File: src/rtl/scfr_pkg.sv
// Shared types, constants and reset values for the sync/CRC16 frame receiver.
`default_nettype none

package scfr_pkg;

  // Reset values of the configuration registers
  localparam logic [7:0]  SYNC_FIRST_RESET    = 8'hAA;
  localparam logic [7:0]  SYNC_SECOND_RESET   = 8'h55;
  localparam logic [15:0] PAYLOAD_LIMIT_RESET = 16'd256;

  localparam int LENGTH_BITS_DEFAULT = 16;

  // CRC-16, MSB first, no final xor
  localparam logic [15:0] CRC_INIT = 16'hFFFF;
  localparam logic [15:0] CRC_POLY = 16'h1021;

  // Input queue between the front and the parser
  localparam int QUEUE_DEPTH    = 4;
  localparam int QUEUE_PTR_BITS = $clog2(QUEUE_DEPTH);

  // Number of header bytes replayed after a bad length
  localparam int REPLAY_BYTES = 4;
  localparam int REPLAY_BITS  = $clog2(REPLAY_BYTES);

  typedef enum logic [1:0] {
    CFG_SYNC_FIRST    = 2'd0,
    CFG_SYNC_SECOND   = 2'd1,
    CFG_PAYLOAD_LIMIT = 2'd2
  } cfg_index_t;

  typedef enum logic [2:0] {
    PH_HUNT    = 3'd0,
    PH_FIRST   = 3'd1,
    PH_CMD     = 3'd2,
    PH_LEN_LO  = 3'd3,
    PH_LEN_HI  = 3'd4,
    PH_PAYLOAD = 3'd5,
    PH_CRC_LO  = 3'd6,
    PH_CRC_HI  = 3'd7
  } phase_t;

  typedef enum logic [1:0] {
    KIND_PAYLOAD = 2'd0,
    KIND_GOOD    = 2'd1,
    KIND_BAD     = 2'd2
  } kind_t;

  typedef struct packed {
    logic [7:0]  sync_first;
    logic [7:0]  sync_second;
    logic [15:0] payload_limit;
  } cfg_t;

  // One queued byte with its sync classification
  typedef struct packed {
    logic [7:0] data;
    logic       is_first;
    logic       is_second;
  } rx_entry_t;

  typedef struct packed {
    logic [1:0]  kind;
    logic [7:0]  command;
    logic [7:0]  payload_byte;
    logic [15:0] payload_length;
    logic        last;
    logic [31:0] good_count;
    logic [31:0] bad_count;
    logic [31:0] dropped_count;
  } result_t;

endpackage

`default_nettype wire

File: src/rtl/sync_crc16_frame_receiver.sv
// Top level: sync-framed byte receiver with CRC-16 check, config registers and output ports.
// A result is registered after its byte has passed the input queue and then the parser.
// Throughput: one byte per cycle while the result consumer keeps up.
// A frame with a bad length makes the parser replay its four header bytes, taking nothing from the queue;
// the four-entry input queue absorbs that, then in_ready drops until it drains.
// Reset (rst, synchronous): parser hunts, counters cleared, CRC to its initial value, config to defaults.
`default_nettype none

module sync_crc16_frame_receiver #(
  parameter int LENGTH_BITS = scfr_pkg::LENGTH_BITS_DEFAULT
) (
  input  wire logic        clk,
  input  wire logic        rst,
  // Config write port
  input  wire logic        cfg_we,
  input  wire logic [1:0]  cfg_index,
  input  wire logic [15:0] cfg_data,
  // Byte request channel
  input  wire logic        in_valid,
  output logic             in_ready,
  input  wire logic [7:0]  rx_byte,
  // Result request channel
  output logic             out_valid,
  input  wire logic        out_ready,
  output logic [1:0]       kind,
  output logic [7:0]       command,
  output logic [7:0]       payload_byte,
  output logic [15:0]      payload_length,
  output logic             last,
  output logic [31:0]      good_count,
  output logic [31:0]      bad_count,
  output logic [31:0]      dropped_count
);

  scfr_pkg::cfg_t      cfg;
  scfr_pkg::rx_entry_t q_entry;
  scfr_pkg::result_t   out_res;
  logic                q_valid;
  logic                q_pop;

  // Config registers; an unused index is ignored
  always_ff @(posedge clk) begin
    if (rst) begin
      cfg.sync_first    <= scfr_pkg::SYNC_FIRST_RESET;
      cfg.sync_second   <= scfr_pkg::SYNC_SECOND_RESET;
      cfg.payload_limit <= scfr_pkg::PAYLOAD_LIMIT_RESET;
    end else if (cfg_we) begin
      case (cfg_index)
        scfr_pkg::CFG_SYNC_FIRST:    cfg.sync_first    <= cfg_data[7:0];
        scfr_pkg::CFG_SYNC_SECOND:   cfg.sync_second   <= cfg_data[7:0];
        scfr_pkg::CFG_PAYLOAD_LIMIT: cfg.payload_limit <= cfg_data;
        default: ;
      endcase
    end
  end

  // Front: take bytes, tag sync matches, buffer a few
  scfr_rx_queue u_rx_queue (
    .clk      (clk),
    .rst      (rst),
    .cfg      (cfg),
    .in_valid (in_valid),
    .in_ready (in_ready),
    .rx_byte  (rx_byte),
    .q_valid  (q_valid),
    .q_entry  (q_entry),
    .q_pop    (q_pop)
  );

  // Back: parse frames, check CRC, hold the result until taken
  scfr_parser #(
    .LENGTH_BITS (LENGTH_BITS)
  ) u_parser (
    .clk       (clk),
    .rst       (rst),
    .cfg       (cfg),
    .q_valid   (q_valid),
    .q_entry   (q_entry),
    .q_pop     (q_pop),
    .out_valid (out_valid),
    .out_ready (out_ready),
    .out_res   (out_res)
  );

  assign kind           = out_res.kind;
  assign command        = out_res.command;
  assign payload_byte   = out_res.payload_byte;
  assign payload_length = out_res.payload_length;
  assign last           = out_res.last;
  assign good_count     = out_res.good_count;
  assign bad_count      = out_res.bad_count;
  assign dropped_count  = out_res.dropped_count;

endmodule

`default_nettype wire

File: src/rtl/scfr_rx_queue.sv
// Front part: accepts link bytes, tags sync matches, and queues them for the parser.
`default_nettype none

module scfr_rx_queue (
  input  wire logic                 clk,
  input  wire logic                 rst,
  input  wire scfr_pkg::cfg_t       cfg,
  input  wire logic                 in_valid,
  output logic                      in_ready,
  input  wire logic [7:0]           rx_byte,
  output logic                      q_valid,
  output scfr_pkg::rx_entry_t       q_entry,
  input  wire logic                 q_pop
);

  scfr_pkg::rx_entry_t mem [scfr_pkg::QUEUE_DEPTH];
  logic [scfr_pkg::QUEUE_PTR_BITS-1:0] wr_ptr;
  logic [scfr_pkg::QUEUE_PTR_BITS-1:0] rd_ptr;
  logic [scfr_pkg::QUEUE_PTR_BITS:0]   count;
  logic push;
  logic pop;

  assign in_ready = (count != (scfr_pkg::QUEUE_PTR_BITS+1)'(scfr_pkg::QUEUE_DEPTH));
  assign q_valid  = (count != '0);
  assign push     = in_valid && in_ready;
  assign pop      = q_pop && q_valid;
  assign q_entry  = mem[rd_ptr];

  always_ff @(posedge clk) begin
    if (push) begin
      mem[wr_ptr] <= '{data:      rx_byte,
                       is_first:  (rx_byte == cfg.sync_first),
                       is_second: (rx_byte == cfg.sync_second)};
    end
  end

  always_ff @(posedge clk) begin
    if (rst) begin
      wr_ptr <= '0;
      rd_ptr <= '0;
      count  <= '0;
    end else begin
      if (push) wr_ptr <= wr_ptr + 1'b1;
      if (pop) rd_ptr <= rd_ptr + 1'b1;
      case ({push, pop})
        2'b10:   count <= count + 1'b1;
        2'b01:   count <= count - 1'b1;
        default: count <= count;
      endcase
    end
  end

endmodule

`default_nettype wire

File: src/rtl/scfr_parser.sv
// Back part: frame parser, CRC check, counters, header replay and result register.
`default_nettype none

module scfr_parser #(
  parameter int LENGTH_BITS = scfr_pkg::LENGTH_BITS_DEFAULT
) (
  input  wire logic                clk,
  input  wire logic                rst,
  input  wire scfr_pkg::cfg_t      cfg,
  input  wire logic                q_valid,
  input  wire scfr_pkg::rx_entry_t q_entry,
  output logic                     q_pop,
  output logic                     out_valid,
  input  wire logic                out_ready,
  output scfr_pkg::result_t        out_res
);

  localparam int REPLAY_BITS = scfr_pkg::REPLAY_BITS;

  function automatic logic [15:0] crc_byte(input logic [15:0] crc, input logic [7:0] b);
    logic [15:0] c;
    c = crc ^ {b, 8'h00};
    for (int i = 0; i < 8; i++) begin
      c = c[15] ? ((c << 1) ^ scfr_pkg::CRC_POLY) : (c << 1);
    end
    return c;
  endfunction

  scfr_pkg::phase_t phase, phase_next;
  logic [7:0]  header_store [scfr_pkg::REPLAY_BYTES];
  logic [scfr_pkg::REPLAY_BITS-1:0] replay_index;
  logic        replay_active;
  logic [LENGTH_BITS-1:0] byte_counter, byte_counter_next;
  logic [15:0] running_crc, running_crc_next;
  logic [7:0]  crc_low_byte, crc_low_byte_next;
  logic        skipping_flag, skipping_next;
  logic [31:0] good_frames, good_next;
  logic [31:0] bad_frames, bad_next;
  logic [31:0] dropped_runs, dropped_next;

  logic [7:0]  cur_byte;
  logic        cur_first;
  logic        cur_second;
  logic        take;
  logic        step;
  logic        do_drop;
  logic        clear_skip;
  logic        replay_start;
  logic        res_load;
  logic [15:0] len;
  logic [15:0] new_len;
  logic [15:0] crc_upd;
  logic [LENGTH_BITS-1:0] cnt_inc;
  logic [3:0]  hdr_we;
  scfr_pkg::result_t res_next;

  // Replayed bytes come from the header store, otherwise from the queue
  assign cur_byte   = replay_active ? header_store[replay_index] : q_entry.data;
  assign cur_first  = replay_active ? (header_store[replay_index] == cfg.sync_first)
                                    : q_entry.is_first;
  assign cur_second = replay_active ? (header_store[replay_index] == cfg.sync_second)
                                    : q_entry.is_second;

  assign take  = !replay_active && q_valid && (!out_valid || out_ready);
  assign q_pop = take;
  assign step  = replay_active || take;

  assign len     = {header_store[3], header_store[2]};
  assign new_len = {cur_byte, header_store[2]};
  assign crc_upd = crc_byte(running_crc, cur_byte);
  assign cnt_inc = byte_counter + 1'b1;

  always_comb begin
    phase_next        = phase;
    byte_counter_next = byte_counter;
    running_crc_next  = running_crc;
    crc_low_byte_next = crc_low_byte;
    good_next         = good_frames;
    bad_next          = bad_frames;
    do_drop           = 1'b0;
    clear_skip        = 1'b0;
    replay_start      = 1'b0;
    res_load          = 1'b0;
    hdr_we            = '0;
    res_next          = '0;
    res_next.command  = header_store[1];
    res_next.payload_length = len;

    if (step) begin
      case (phase)
        scfr_pkg::PH_HUNT: begin
          if (cur_first) phase_next = scfr_pkg::PH_FIRST;
          else do_drop = 1'b1;
        end
        scfr_pkg::PH_FIRST: begin
          if (cur_second) begin
            clear_skip       = 1'b1;
            hdr_we[0]        = 1'b1;
            running_crc_next = scfr_pkg::CRC_INIT;
            phase_next       = scfr_pkg::PH_CMD;
          end else begin
            do_drop = 1'b1;
            if (!cur_first) phase_next = scfr_pkg::PH_HUNT;
          end
        end
        scfr_pkg::PH_CMD: begin
          hdr_we[1]        = 1'b1;
          running_crc_next = crc_upd;
          phase_next       = scfr_pkg::PH_LEN_LO;
        end
        scfr_pkg::PH_LEN_LO: begin
          hdr_we[2]        = 1'b1;
          running_crc_next = crc_upd;
          phase_next       = scfr_pkg::PH_LEN_HI;
        end
        scfr_pkg::PH_LEN_HI: begin
          hdr_we[3]         = 1'b1;
          running_crc_next  = crc_upd;
          byte_counter_next = '0;
          if ((new_len > cfg.payload_limit) || ((new_len >> LENGTH_BITS) != '0)) begin
            bad_next                = bad_frames + 1'b1;
            res_load                = 1'b1;
            res_next.kind           = scfr_pkg::KIND_BAD;
            res_next.payload_length = new_len;
            res_next.last           = 1'b1;
            do_drop                 = 1'b1;
            replay_start            = 1'b1;
            phase_next              = scfr_pkg::PH_HUNT;
          end else begin
            phase_next = (new_len != '0) ? scfr_pkg::PH_PAYLOAD : scfr_pkg::PH_CRC_LO;
          end
        end
        scfr_pkg::PH_PAYLOAD: begin
          running_crc_next      = crc_upd;
          byte_counter_next     = cnt_inc;
          res_load              = 1'b1;
          res_next.kind         = scfr_pkg::KIND_PAYLOAD;
          res_next.payload_byte = cur_byte;
          if (16'(cnt_inc) >= len) phase_next = scfr_pkg::PH_CRC_LO;
        end
        scfr_pkg::PH_CRC_LO: begin
          crc_low_byte_next = cur_byte;
          phase_next        = scfr_pkg::PH_CRC_HI;
        end
        scfr_pkg::PH_CRC_HI: begin
          res_load      = 1'b1;
          res_next.last = 1'b1;
          if ({cur_byte, crc_low_byte} == running_crc) begin
            good_next     = good_frames + 1'b1;
            res_next.kind = scfr_pkg::KIND_GOOD;
          end else begin
            bad_next      = bad_frames + 1'b1;
            res_next.kind = scfr_pkg::KIND_BAD;
          end
          phase_next = scfr_pkg::PH_HUNT;
        end
        default: phase_next = scfr_pkg::PH_HUNT;
      endcase
    end

    // A dropped byte opens a run unless one is already open
    dropped_next  = dropped_runs + {31'd0, (do_drop && !skipping_flag)};
    skipping_next = clear_skip ? 1'b0 : (skipping_flag || do_drop);

    res_next.good_count    = good_next;
    res_next.bad_count     = bad_next;
    res_next.dropped_count = dropped_next;
  end

  always_ff @(posedge clk) begin
    for (int i = 0; i < scfr_pkg::REPLAY_BYTES; i++) begin
      if (hdr_we[i]) header_store[i] <= cur_byte;
    end
    if (res_load) out_res <= res_next;
  end

  always_ff @(posedge clk) begin
    if (rst) begin
      phase         <= scfr_pkg::PH_HUNT;
      replay_index  <= '0;
      replay_active <= 1'b0;
      byte_counter  <= '0;
      running_crc   <= scfr_pkg::CRC_INIT;
      crc_low_byte  <= '0;
      skipping_flag <= 1'b0;
      good_frames   <= '0;
      bad_frames    <= '0;
      dropped_runs  <= '0;
      out_valid     <= 1'b0;
    end else begin
      phase         <= phase_next;
      byte_counter  <= byte_counter_next;
      running_crc   <= running_crc_next;
      crc_low_byte  <= crc_low_byte_next;
      skipping_flag <= skipping_next;
      good_frames   <= good_next;
      bad_frames    <= bad_next;
      dropped_runs  <= dropped_next;
      if (replay_start) begin
        replay_active <= 1'b1;
        replay_index  <= '0;
      end else if (replay_active) begin
        replay_index <= replay_index + 1'b1;
        if (replay_index == REPLAY_BITS'(scfr_pkg::REPLAY_BYTES - 1)) replay_active <= 1'b0;
      end
      if (res_load) out_valid <= 1'b1;
      else if (out_ready) out_valid <= 1'b0;
    end
  end

  // Replay bytes never pull from the queue
  a_replay_no_pop: assert property (@(posedge clk) disable iff (rst)
    replay_active |-> !q_pop)
    else $error("queue popped during header replay");

  // A bad length starts the replay from the first stored header byte
  a_bad_len_replays: assert property (@(posedge clk) disable iff (rst)
    (res_load && phase == scfr_pkg::PH_LEN_HI) |=> (replay_active && replay_index == '0))
    else $error("bad length did not start a replay");

  // Replay lasts exactly four bytes
  a_replay_ends: assert property (@(posedge clk) disable iff (rst)
    (replay_active && replay_index == REPLAY_BITS'(scfr_pkg::REPLAY_BYTES - 1))
      |=> !replay_active)
    else $error("replay ran past the header");

  // Payload phase is only entered with a nonzero declared length
  a_payload_len: assert property (@(posedge clk) disable iff (rst)
    (phase == scfr_pkg::PH_PAYLOAD) |-> (len != '0))
    else $error("payload phase with zero length");

endmodule

`default_nettype wire

File: config.mk
export PLATFORM = sky130hd
export DESIGN_NAME = sync_crc16_frame_receiver
export DESIGN_NICKNAME = d
export VERILOG_FILES = /design/src/rtl/scfr_pkg.sv /design/src/rtl/sync_crc16_frame_receiver.sv /design/src/rtl/scfr_rx_queue.sv /design/src/rtl/scfr_parser.sv
export SDC_FILE = /design/constraint.sdc
export NUM_CORES = 1
export LEC_CHECK = 0
export BUFFER_PORTS_ARGS = -buffer_cell sky130_fd_sc_hd__buf_2
export CORE_ASPECT_RATIO = 0.6
export CORE_MARGIN = 4
export CORE_UTILIZATION = 40
export CTS_CLUSTER_SIZE = 10
export DETAILED_ROUTE_END_ITERATION = 8
export GPL_ROUTABILITY_DRIVEN = 1
export PLACE_DENSITY = 0.6
export RECOVER_POWER = 50
export SLEW_MARGIN = 40
export SYNTH_ARGS = -nofsm -noshare
export SYNTH_HDL_FRONTEND = slang
export SYNTH_SLANG_ARGS = --single-unit
File: constraint.sdc
create_clock -name clk -period 8.5 [get_ports clk]
set_input_delay 0.425 -clock clk [delete_from_list [all_inputs] [get_ports clk]]
set_output_delay 0.425 -clock clk [all_outputs]
set_load 0.02 [all_outputs]
==> tab_implementation.tex <==
\begin{tabular}{lr}
\hline
Metric & Value \\
\hline
\multicolumn{2}{l}{\textbf{Synth}} \\
\quad Main combinational cell family by area after synthesis & simple AND/OR/NAND/NOR gates \\
\quad Number of enable-type register cells in the synthesized netlist & 203 \\
\quad Adder-cell share of the synthesized area & between 3 and 4\% \\
\quad Synthesized area & 17400 um\^{}2 \\
\quad Asr flop ratio synth & 0\% \\
\quad Fraction of synthesized area in multiplexers & under 10\% \\
\quad Post-Syn Nets & 1634 \\
\quad Number of flip-flops and latches in the synthesized netlist & 390 \\
\quad Count of cell types in the netlist & about 70 \\
\quad Post-synthesis simple-gate area fraction & between 15 and 20\% \\
\quad Post-Synth XOR/XNOR Area & 7.49\% \\
\quad Post-synth top flop & sky130\_fd\_sc\_hd\_\_edfxtp\_1 \\
\quad Warning count from the yosys run & 0 \\
\quad Avg Inst Size Synth & about 11 um\^{}2 \\
\quad Area fraction in compound gates after synthesis & $\sim$7\% \\
\quad Share of the yosys chip area belonging to registers & a little under three fifths \\
\quad Post-synthesis instance total & approximately 1600 \\
\multicolumn{2}{l}{\textbf{Pwr}} \\
\quad Leakage power figure & about 7.5 nW \\
\quad Total power draw & $\sim$0.0046 W \\
\quad Power per cell area & around 230 nW/um\^{}2 \\
\quad IR drop worst, VDD & between 100 and 150 uV \\
\multicolumn{2}{l}{\textbf{Cells and area}} \\
\quad Area Overhead vs Synth & 14.5\% \\
\quad Number of antenna diodes & 0 \\
\quad Final nets & 1795 \\
\quad Sequential standard cell area & roughly 9800 um\^{}2 \\
\quad Share of cells above drive strength 1 & slightly above 8\% \\
\quad Most common library cell in the layout ignoring fill and taps & sky130\_fd\_sc\_hd\_\_edfxtp\_1 \\
\quad Highest-count cells in the layout ignoring fill and taps & sky130\_fd\_sc\_hd\_\_edfxtp\_1 (203), sky130\_fd\_sc\_hd\_\_dfxtp\_1 (186), sky130\_fd\_sc\_hd\_\_clkbuf\_1 (181), sky130\_fd\_sc\_hd\_\_nand2\_1 (133), sky130\_fd\_sc\_hd\_\_nor2\_1 (113) \\
\quad Number of fillers in the final layout & a little under 4000 \\
\quad Multi-input gate area in the final layout & between 7000 and 8000 um\^{}2 \\
\multicolumn{2}{l}{\textbf{CTS}} \\
\quad TritonCTS clock tree & done \\
\quad Worst-Skew Late Latency & $\sim$0.55 ns \\
\quad Bufs on Longest Clock Path & 3 \\
\quad Clk pin slew, worst setup/hold paths & 0.06 ns \\
\quad TritonCTS Sinks & 390 \\
\quad Cts bufs inserted & 45 \\
\quad Cell at the root of the clock tree & sky130\_fd\_sc\_hd\_\_clkbuf\_16 \\
\quad Total of hold buffers inserted after clock tree synthesis & 0 \\
\quad Number of gates given a new drive strength after cts & 0 \\
\quad Buffers inserted by post-CTS timing repair & 0 \\
\quad Number of levels in the clock H-tree & 2 \\
\multicolumn{2}{l}{\textbf{Detailed routing}} \\
\quad Number of DRC markers in iteration 0 & $\sim$900 \\
\quad Detailed Routing Iterations Pass 1 & 5 \\
\quad Detailed-route via count & around 12000 \\
\quad Wire length per cell & between 15 and 20 um \\
\quad Post-detailed-route DRC marker count & 0 \\
\quad Routed Antenna Nets & 0 \\
\quad Drt total wl & around 44000 um \\
\quad Number of vias per cell after detailed routing & about 5.2 \\
\multicolumn{2}{l}{\textbf{Timing}} \\
\quad Hold violation count in the final report & 0 \\
\quad Final setup violation count & 0 \\
\quad Transition time at the pin with the least slew margin & 3.71 ns \\
\quad Number of slew-limit violations in the final report & approximately 200 \\
\quad Worst relative slew slack & -148\% \\
\quad Final setup skew & 0.0208 ns \\
\quad Share of the cycle needed by the critical path after routing & around 75\% \\
\quad Total negative slack & 0 ns \\
\quad Unrepaired setup endpoints after global routing & no \\
\quad Maximum operating frequency & $\sim$160 MHz \\
\quad Minimum clock period & 6.36 ns \\
\multicolumn{2}{l}{\textbf{Floorplanning}} \\
\quad Height of the die & between 150 and 200 um \\
\quad Initial Util & slightly above 40\% \\
\quad Overall die area & $\sim$47000 um\^{}2 \\
\quad Die width & 277 um \\
\quad Core outline area & about 42000 um\^{}2 \\
\quad Num ports & 164 \\
\quad Total number of placement rows & just under 60 \\
\multicolumn{2}{l}{\textbf{Global routing}} \\
\quad Via count of the first global-routing pass & $\sim$12000 \\
\quad Pin count of the biggest net entering global routing & 75 \\
\quad Antenna violations before repair & 0 \\
\quad First-pass GRT wire length & approximately 69000 um \\
\quad Total GRT Usage & a little under a fifth \\
\quad Total congestion overflow after global routing & 0 \\
\multicolumn{2}{l}{\textbf{Worst setup path}} \\
\quad Most Frequent Cell on Critical Path & sky130\_fd\_sc\_hd\_\_ha\_1 \\
\quad Maximum fanout encountered on the critical timing path & 14 \\
\quad Worst setup EP type & register \\
\quad Startpoint-to-endpoint class of the critical path & register to register \\
\quad Register-to-register setup slack & 2.14 ns \\
\quad Startpoint types & register \\
\quad Largest stage delay on the critical path & $\sim$0.77 ns \\
\quad Critical Path Slowest Stage Cell & sky130\_fd\_sc\_hd\_\_dfxtp\_1 \\
\quad Cells along the critical path & mux4\_2 -> o21ai\_0 -> inv\_1 -> ha\_1 -> nand2\_1 -> nor3\_1 -> o311a\_1 -> or2\_2 -> a311oi\_1 -> nor4\_1 -> ha\_1 -> ha\_1 -> inv\_1 -> or3\_1 -> or2\_2 -> nor2\_1 -> nand3\_1 -> nor2\_1 -> xor2\_1 -> and2\_1 \\
\quad Data required, critical path & between 8 and 9 ns \\
\quad Worst path arrival time & 6.83 ns \\
\multicolumn{2}{l}{\textbf{Run}} \\
\quad Count of max-cap constraint violations & 3 \\
\multicolumn{2}{l}{\textbf{Place}} \\
\quad Detailed-placement wirelength estimate & about 31000 um \\
\quad \# port buffers & $\sim$160 \\
\quad GP Congestion & around 0.88 \\
\multicolumn{2}{l}{\textbf{Run status}} \\
\quad Status & complete, but fails checks \\
\quad Failing checks & max-capacitance violations, max-slew violations \\
\multicolumn{2}{l}{\textbf{Worst hold path}} \\
\quad Path type of the worst min-delay path & input port to register \\
\quad Launch instance of the worst min-delay path & cfg\_data[9] \\
\hline
\end{tabular}
## logic make-up (layout without fill, tap and decap cells)
family,Yosys count,in the layout
buf+inv,126,323
compound gates,196,196
flops,390,390
xor+xnor,148,148
simple gates,589,589
fa+ha+maj,44,44
mux,66,66
## synth_stat cells, types with 3 or more instances
cell type / n / area, um^2
sky130_fd_sc_hd__a31oi_1: 8 / 50.1
sky130_fd_sc_hd__dfxtp_1: 187 / 3740
sky130_fd_sc_hd__nor3_4: 3 / 48.8
sky130_fd_sc_hd__o31ai_1: 9 / 67.6
sky130_fd_sc_hd__a211oi_1: 7 / 52.6
sky130_fd_sc_hd__and3_1: 33 / 206
sky130_fd_sc_hd__a2bb2oi_1: 8 / 70.1
sky130_fd_sc_hd__edfxtp_1: 203 / 6100
sky130_fd_sc_hd__buf_2: 7 / 35.0
sky130_fd_sc_hd__a21oi_1: 83 / 415
sky130_fd_sc_hd__or4_1: 12 / 90.1
sky130_fd_sc_hd__mux2_1: 6 / 67.6
sky130_fd_sc_hd__nand4_1: 40 / 250
sky130_fd_sc_hd__nor3_1: 28 / 140
sky130_fd_sc_hd__mux2i_1: 30 / 300
sky130_fd_sc_hd__or2_2: 10 / 62.6
sky130_fd_sc_hd__nand3_1: 50 / 250
sky130_fd_sc_hd__and4_1: 6 / 52.6
sky130_fd_sc_hd__nor2b_1: 27 / 169
sky130_fd_sc_hd__inv_1: 60 / 225
sky130_fd_sc_hd__mux2_4: 8 / 120
sky130_fd_sc_hd__a22oi_1: 8 / 60.1
sky130_fd_sc_hd__mux4_2: 11 / 248
sky130_fd_sc_hd__ha_1: 43 / 538
sky130_fd_sc_hd__or3_1: 24 / 150
sky130_fd_sc_hd__and2_1: 61 / 382
sky130_fd_sc_hd__nand3_2: 6 / 60.1
sky130_fd_sc_hd__xnor2_1: 94 / 823
sky130_fd_sc_hd__xor2_1: 53 / 464
sky130_fd_sc_hd__clkbuf_1: 48 / 180
sky130_fd_sc_hd__nand2_1: 134 / 503
sky130_fd_sc_hd__buf_6: 4 / 45.0
sky130_fd_sc_hd__o22ai_1: 8 / 50.1
sky130_fd_sc_hd__nand2b_1: 9 / 56.3
sky130_fd_sc_hd__nand3b_1: 11 / 82.6
sky130_fd_sc_hd__nor2_1: 113 / 424
sky130_fd_sc_hd__o21ai_0: 38 / 190
sky130_fd_sc_hd__nor4_1: 11 / 68.8
sky130_fd_sc_hd__o21a_1: 6 / 45.0
sky130_fd_sc_hd__mux2_2: 10 / 113
sky130_fd_sc_hd__a21o_1: 3 / 22.5
sky130_fd_sc_hd__buf_1: 4 / 15.0
## registers in the layout (all words and copies together) (netlist names), named ones only
signal / cells
cfg: 32
u_parser.bad_frames: 32
u_parser.byte_counter: 16
u_parser.crc_low_byte: 8
u_parser.dropped_runs: 32
u_parser.good_frames: 32
u_parser.header_store: 32
u_parser.out_res: 131
u_parser.out_valid: 1
u_parser.phase: 3
u_parser.replay_active: 1
u_parser.replay_index: 2
u_parser.running_crc: 16
u_parser.skipping_flag: 1
u_rx_queue.count: 3
u_rx_queue.mem: 40
u_rx_queue.rd_ptr: 2
u_rx_queue.wr_ptr: 2
## report_power, final
| part | leakage (nW) | internal [W] | switching, W |
|---|---|---|---|
| combinational | 3.30 | 0.000238 | 0.000431 |
| clock | 0.642 | 0.00106 | 0.000745 |
| sequential | 3.54 | 0.00205 | 0.0000509 |
## final cells by class
class,count,share of cell area (%)
Sequential cell,390,49.4
Clock buffer,82,6.72
Multi-Input combinational cell,1043,35.4
Clock inverter,1,0.0439
Timing Repair Buffer,179,3.75
Tap cell,570,3.58
Inverter,61,1.15
## path summary, 6_finish.rpt
| kind | to | cells past startpoint |
|---|---|---|
| worst max-delay path | u_parser.dropped_runs[28] | 20 |
| worst min-delay path | cfg[9] | 3 |
| worst max register to register | u_parser.dropped_runs[28] | 20 |
| worst min register to register | cfg[1] | 2 |
## per-layer routing
metal	wire, um	global-route usage [%]
met4	1040	4.69
met3	2610	3.31
met2	17800	26.0
met5	0	0
met1	22700	29.3
## worst max-delay path: cells and delay by family, from the launching register on
kind | cells | cell delay [ns]
simple gates | 10 | 2.17
fa+ha+maj | 3 | 0.99
flops | 1 | 0.77
mux | 1 | 0.65
compound gates | 3 | 1.17
xor+xnor | 1 | 0.19
buf+inv | 2 | 0.33
## per-stage QoR
step | setup slack [ns] | instance area (um^2) | hold slack (ns) | util (%) | instances
after global routing | 1.57 | 19900 | 0.109 | 46.9 | 2326
final | 2.14 | 19900 | 0.117 | 46.9 | 2326
after floorplan | 1.88 | 17400 | 0.421 | - | 1559
after detailed placement | 2.64 | 18800 | 0.450 | 44.3 | 2243
after global placement | 2.79 | 18800 | 0.445 | 44.2 | 2241
after CTS | 2.61 | 20200 | 0.0827 | 47.5 | 2326
(Power assumes the default switching activity.)
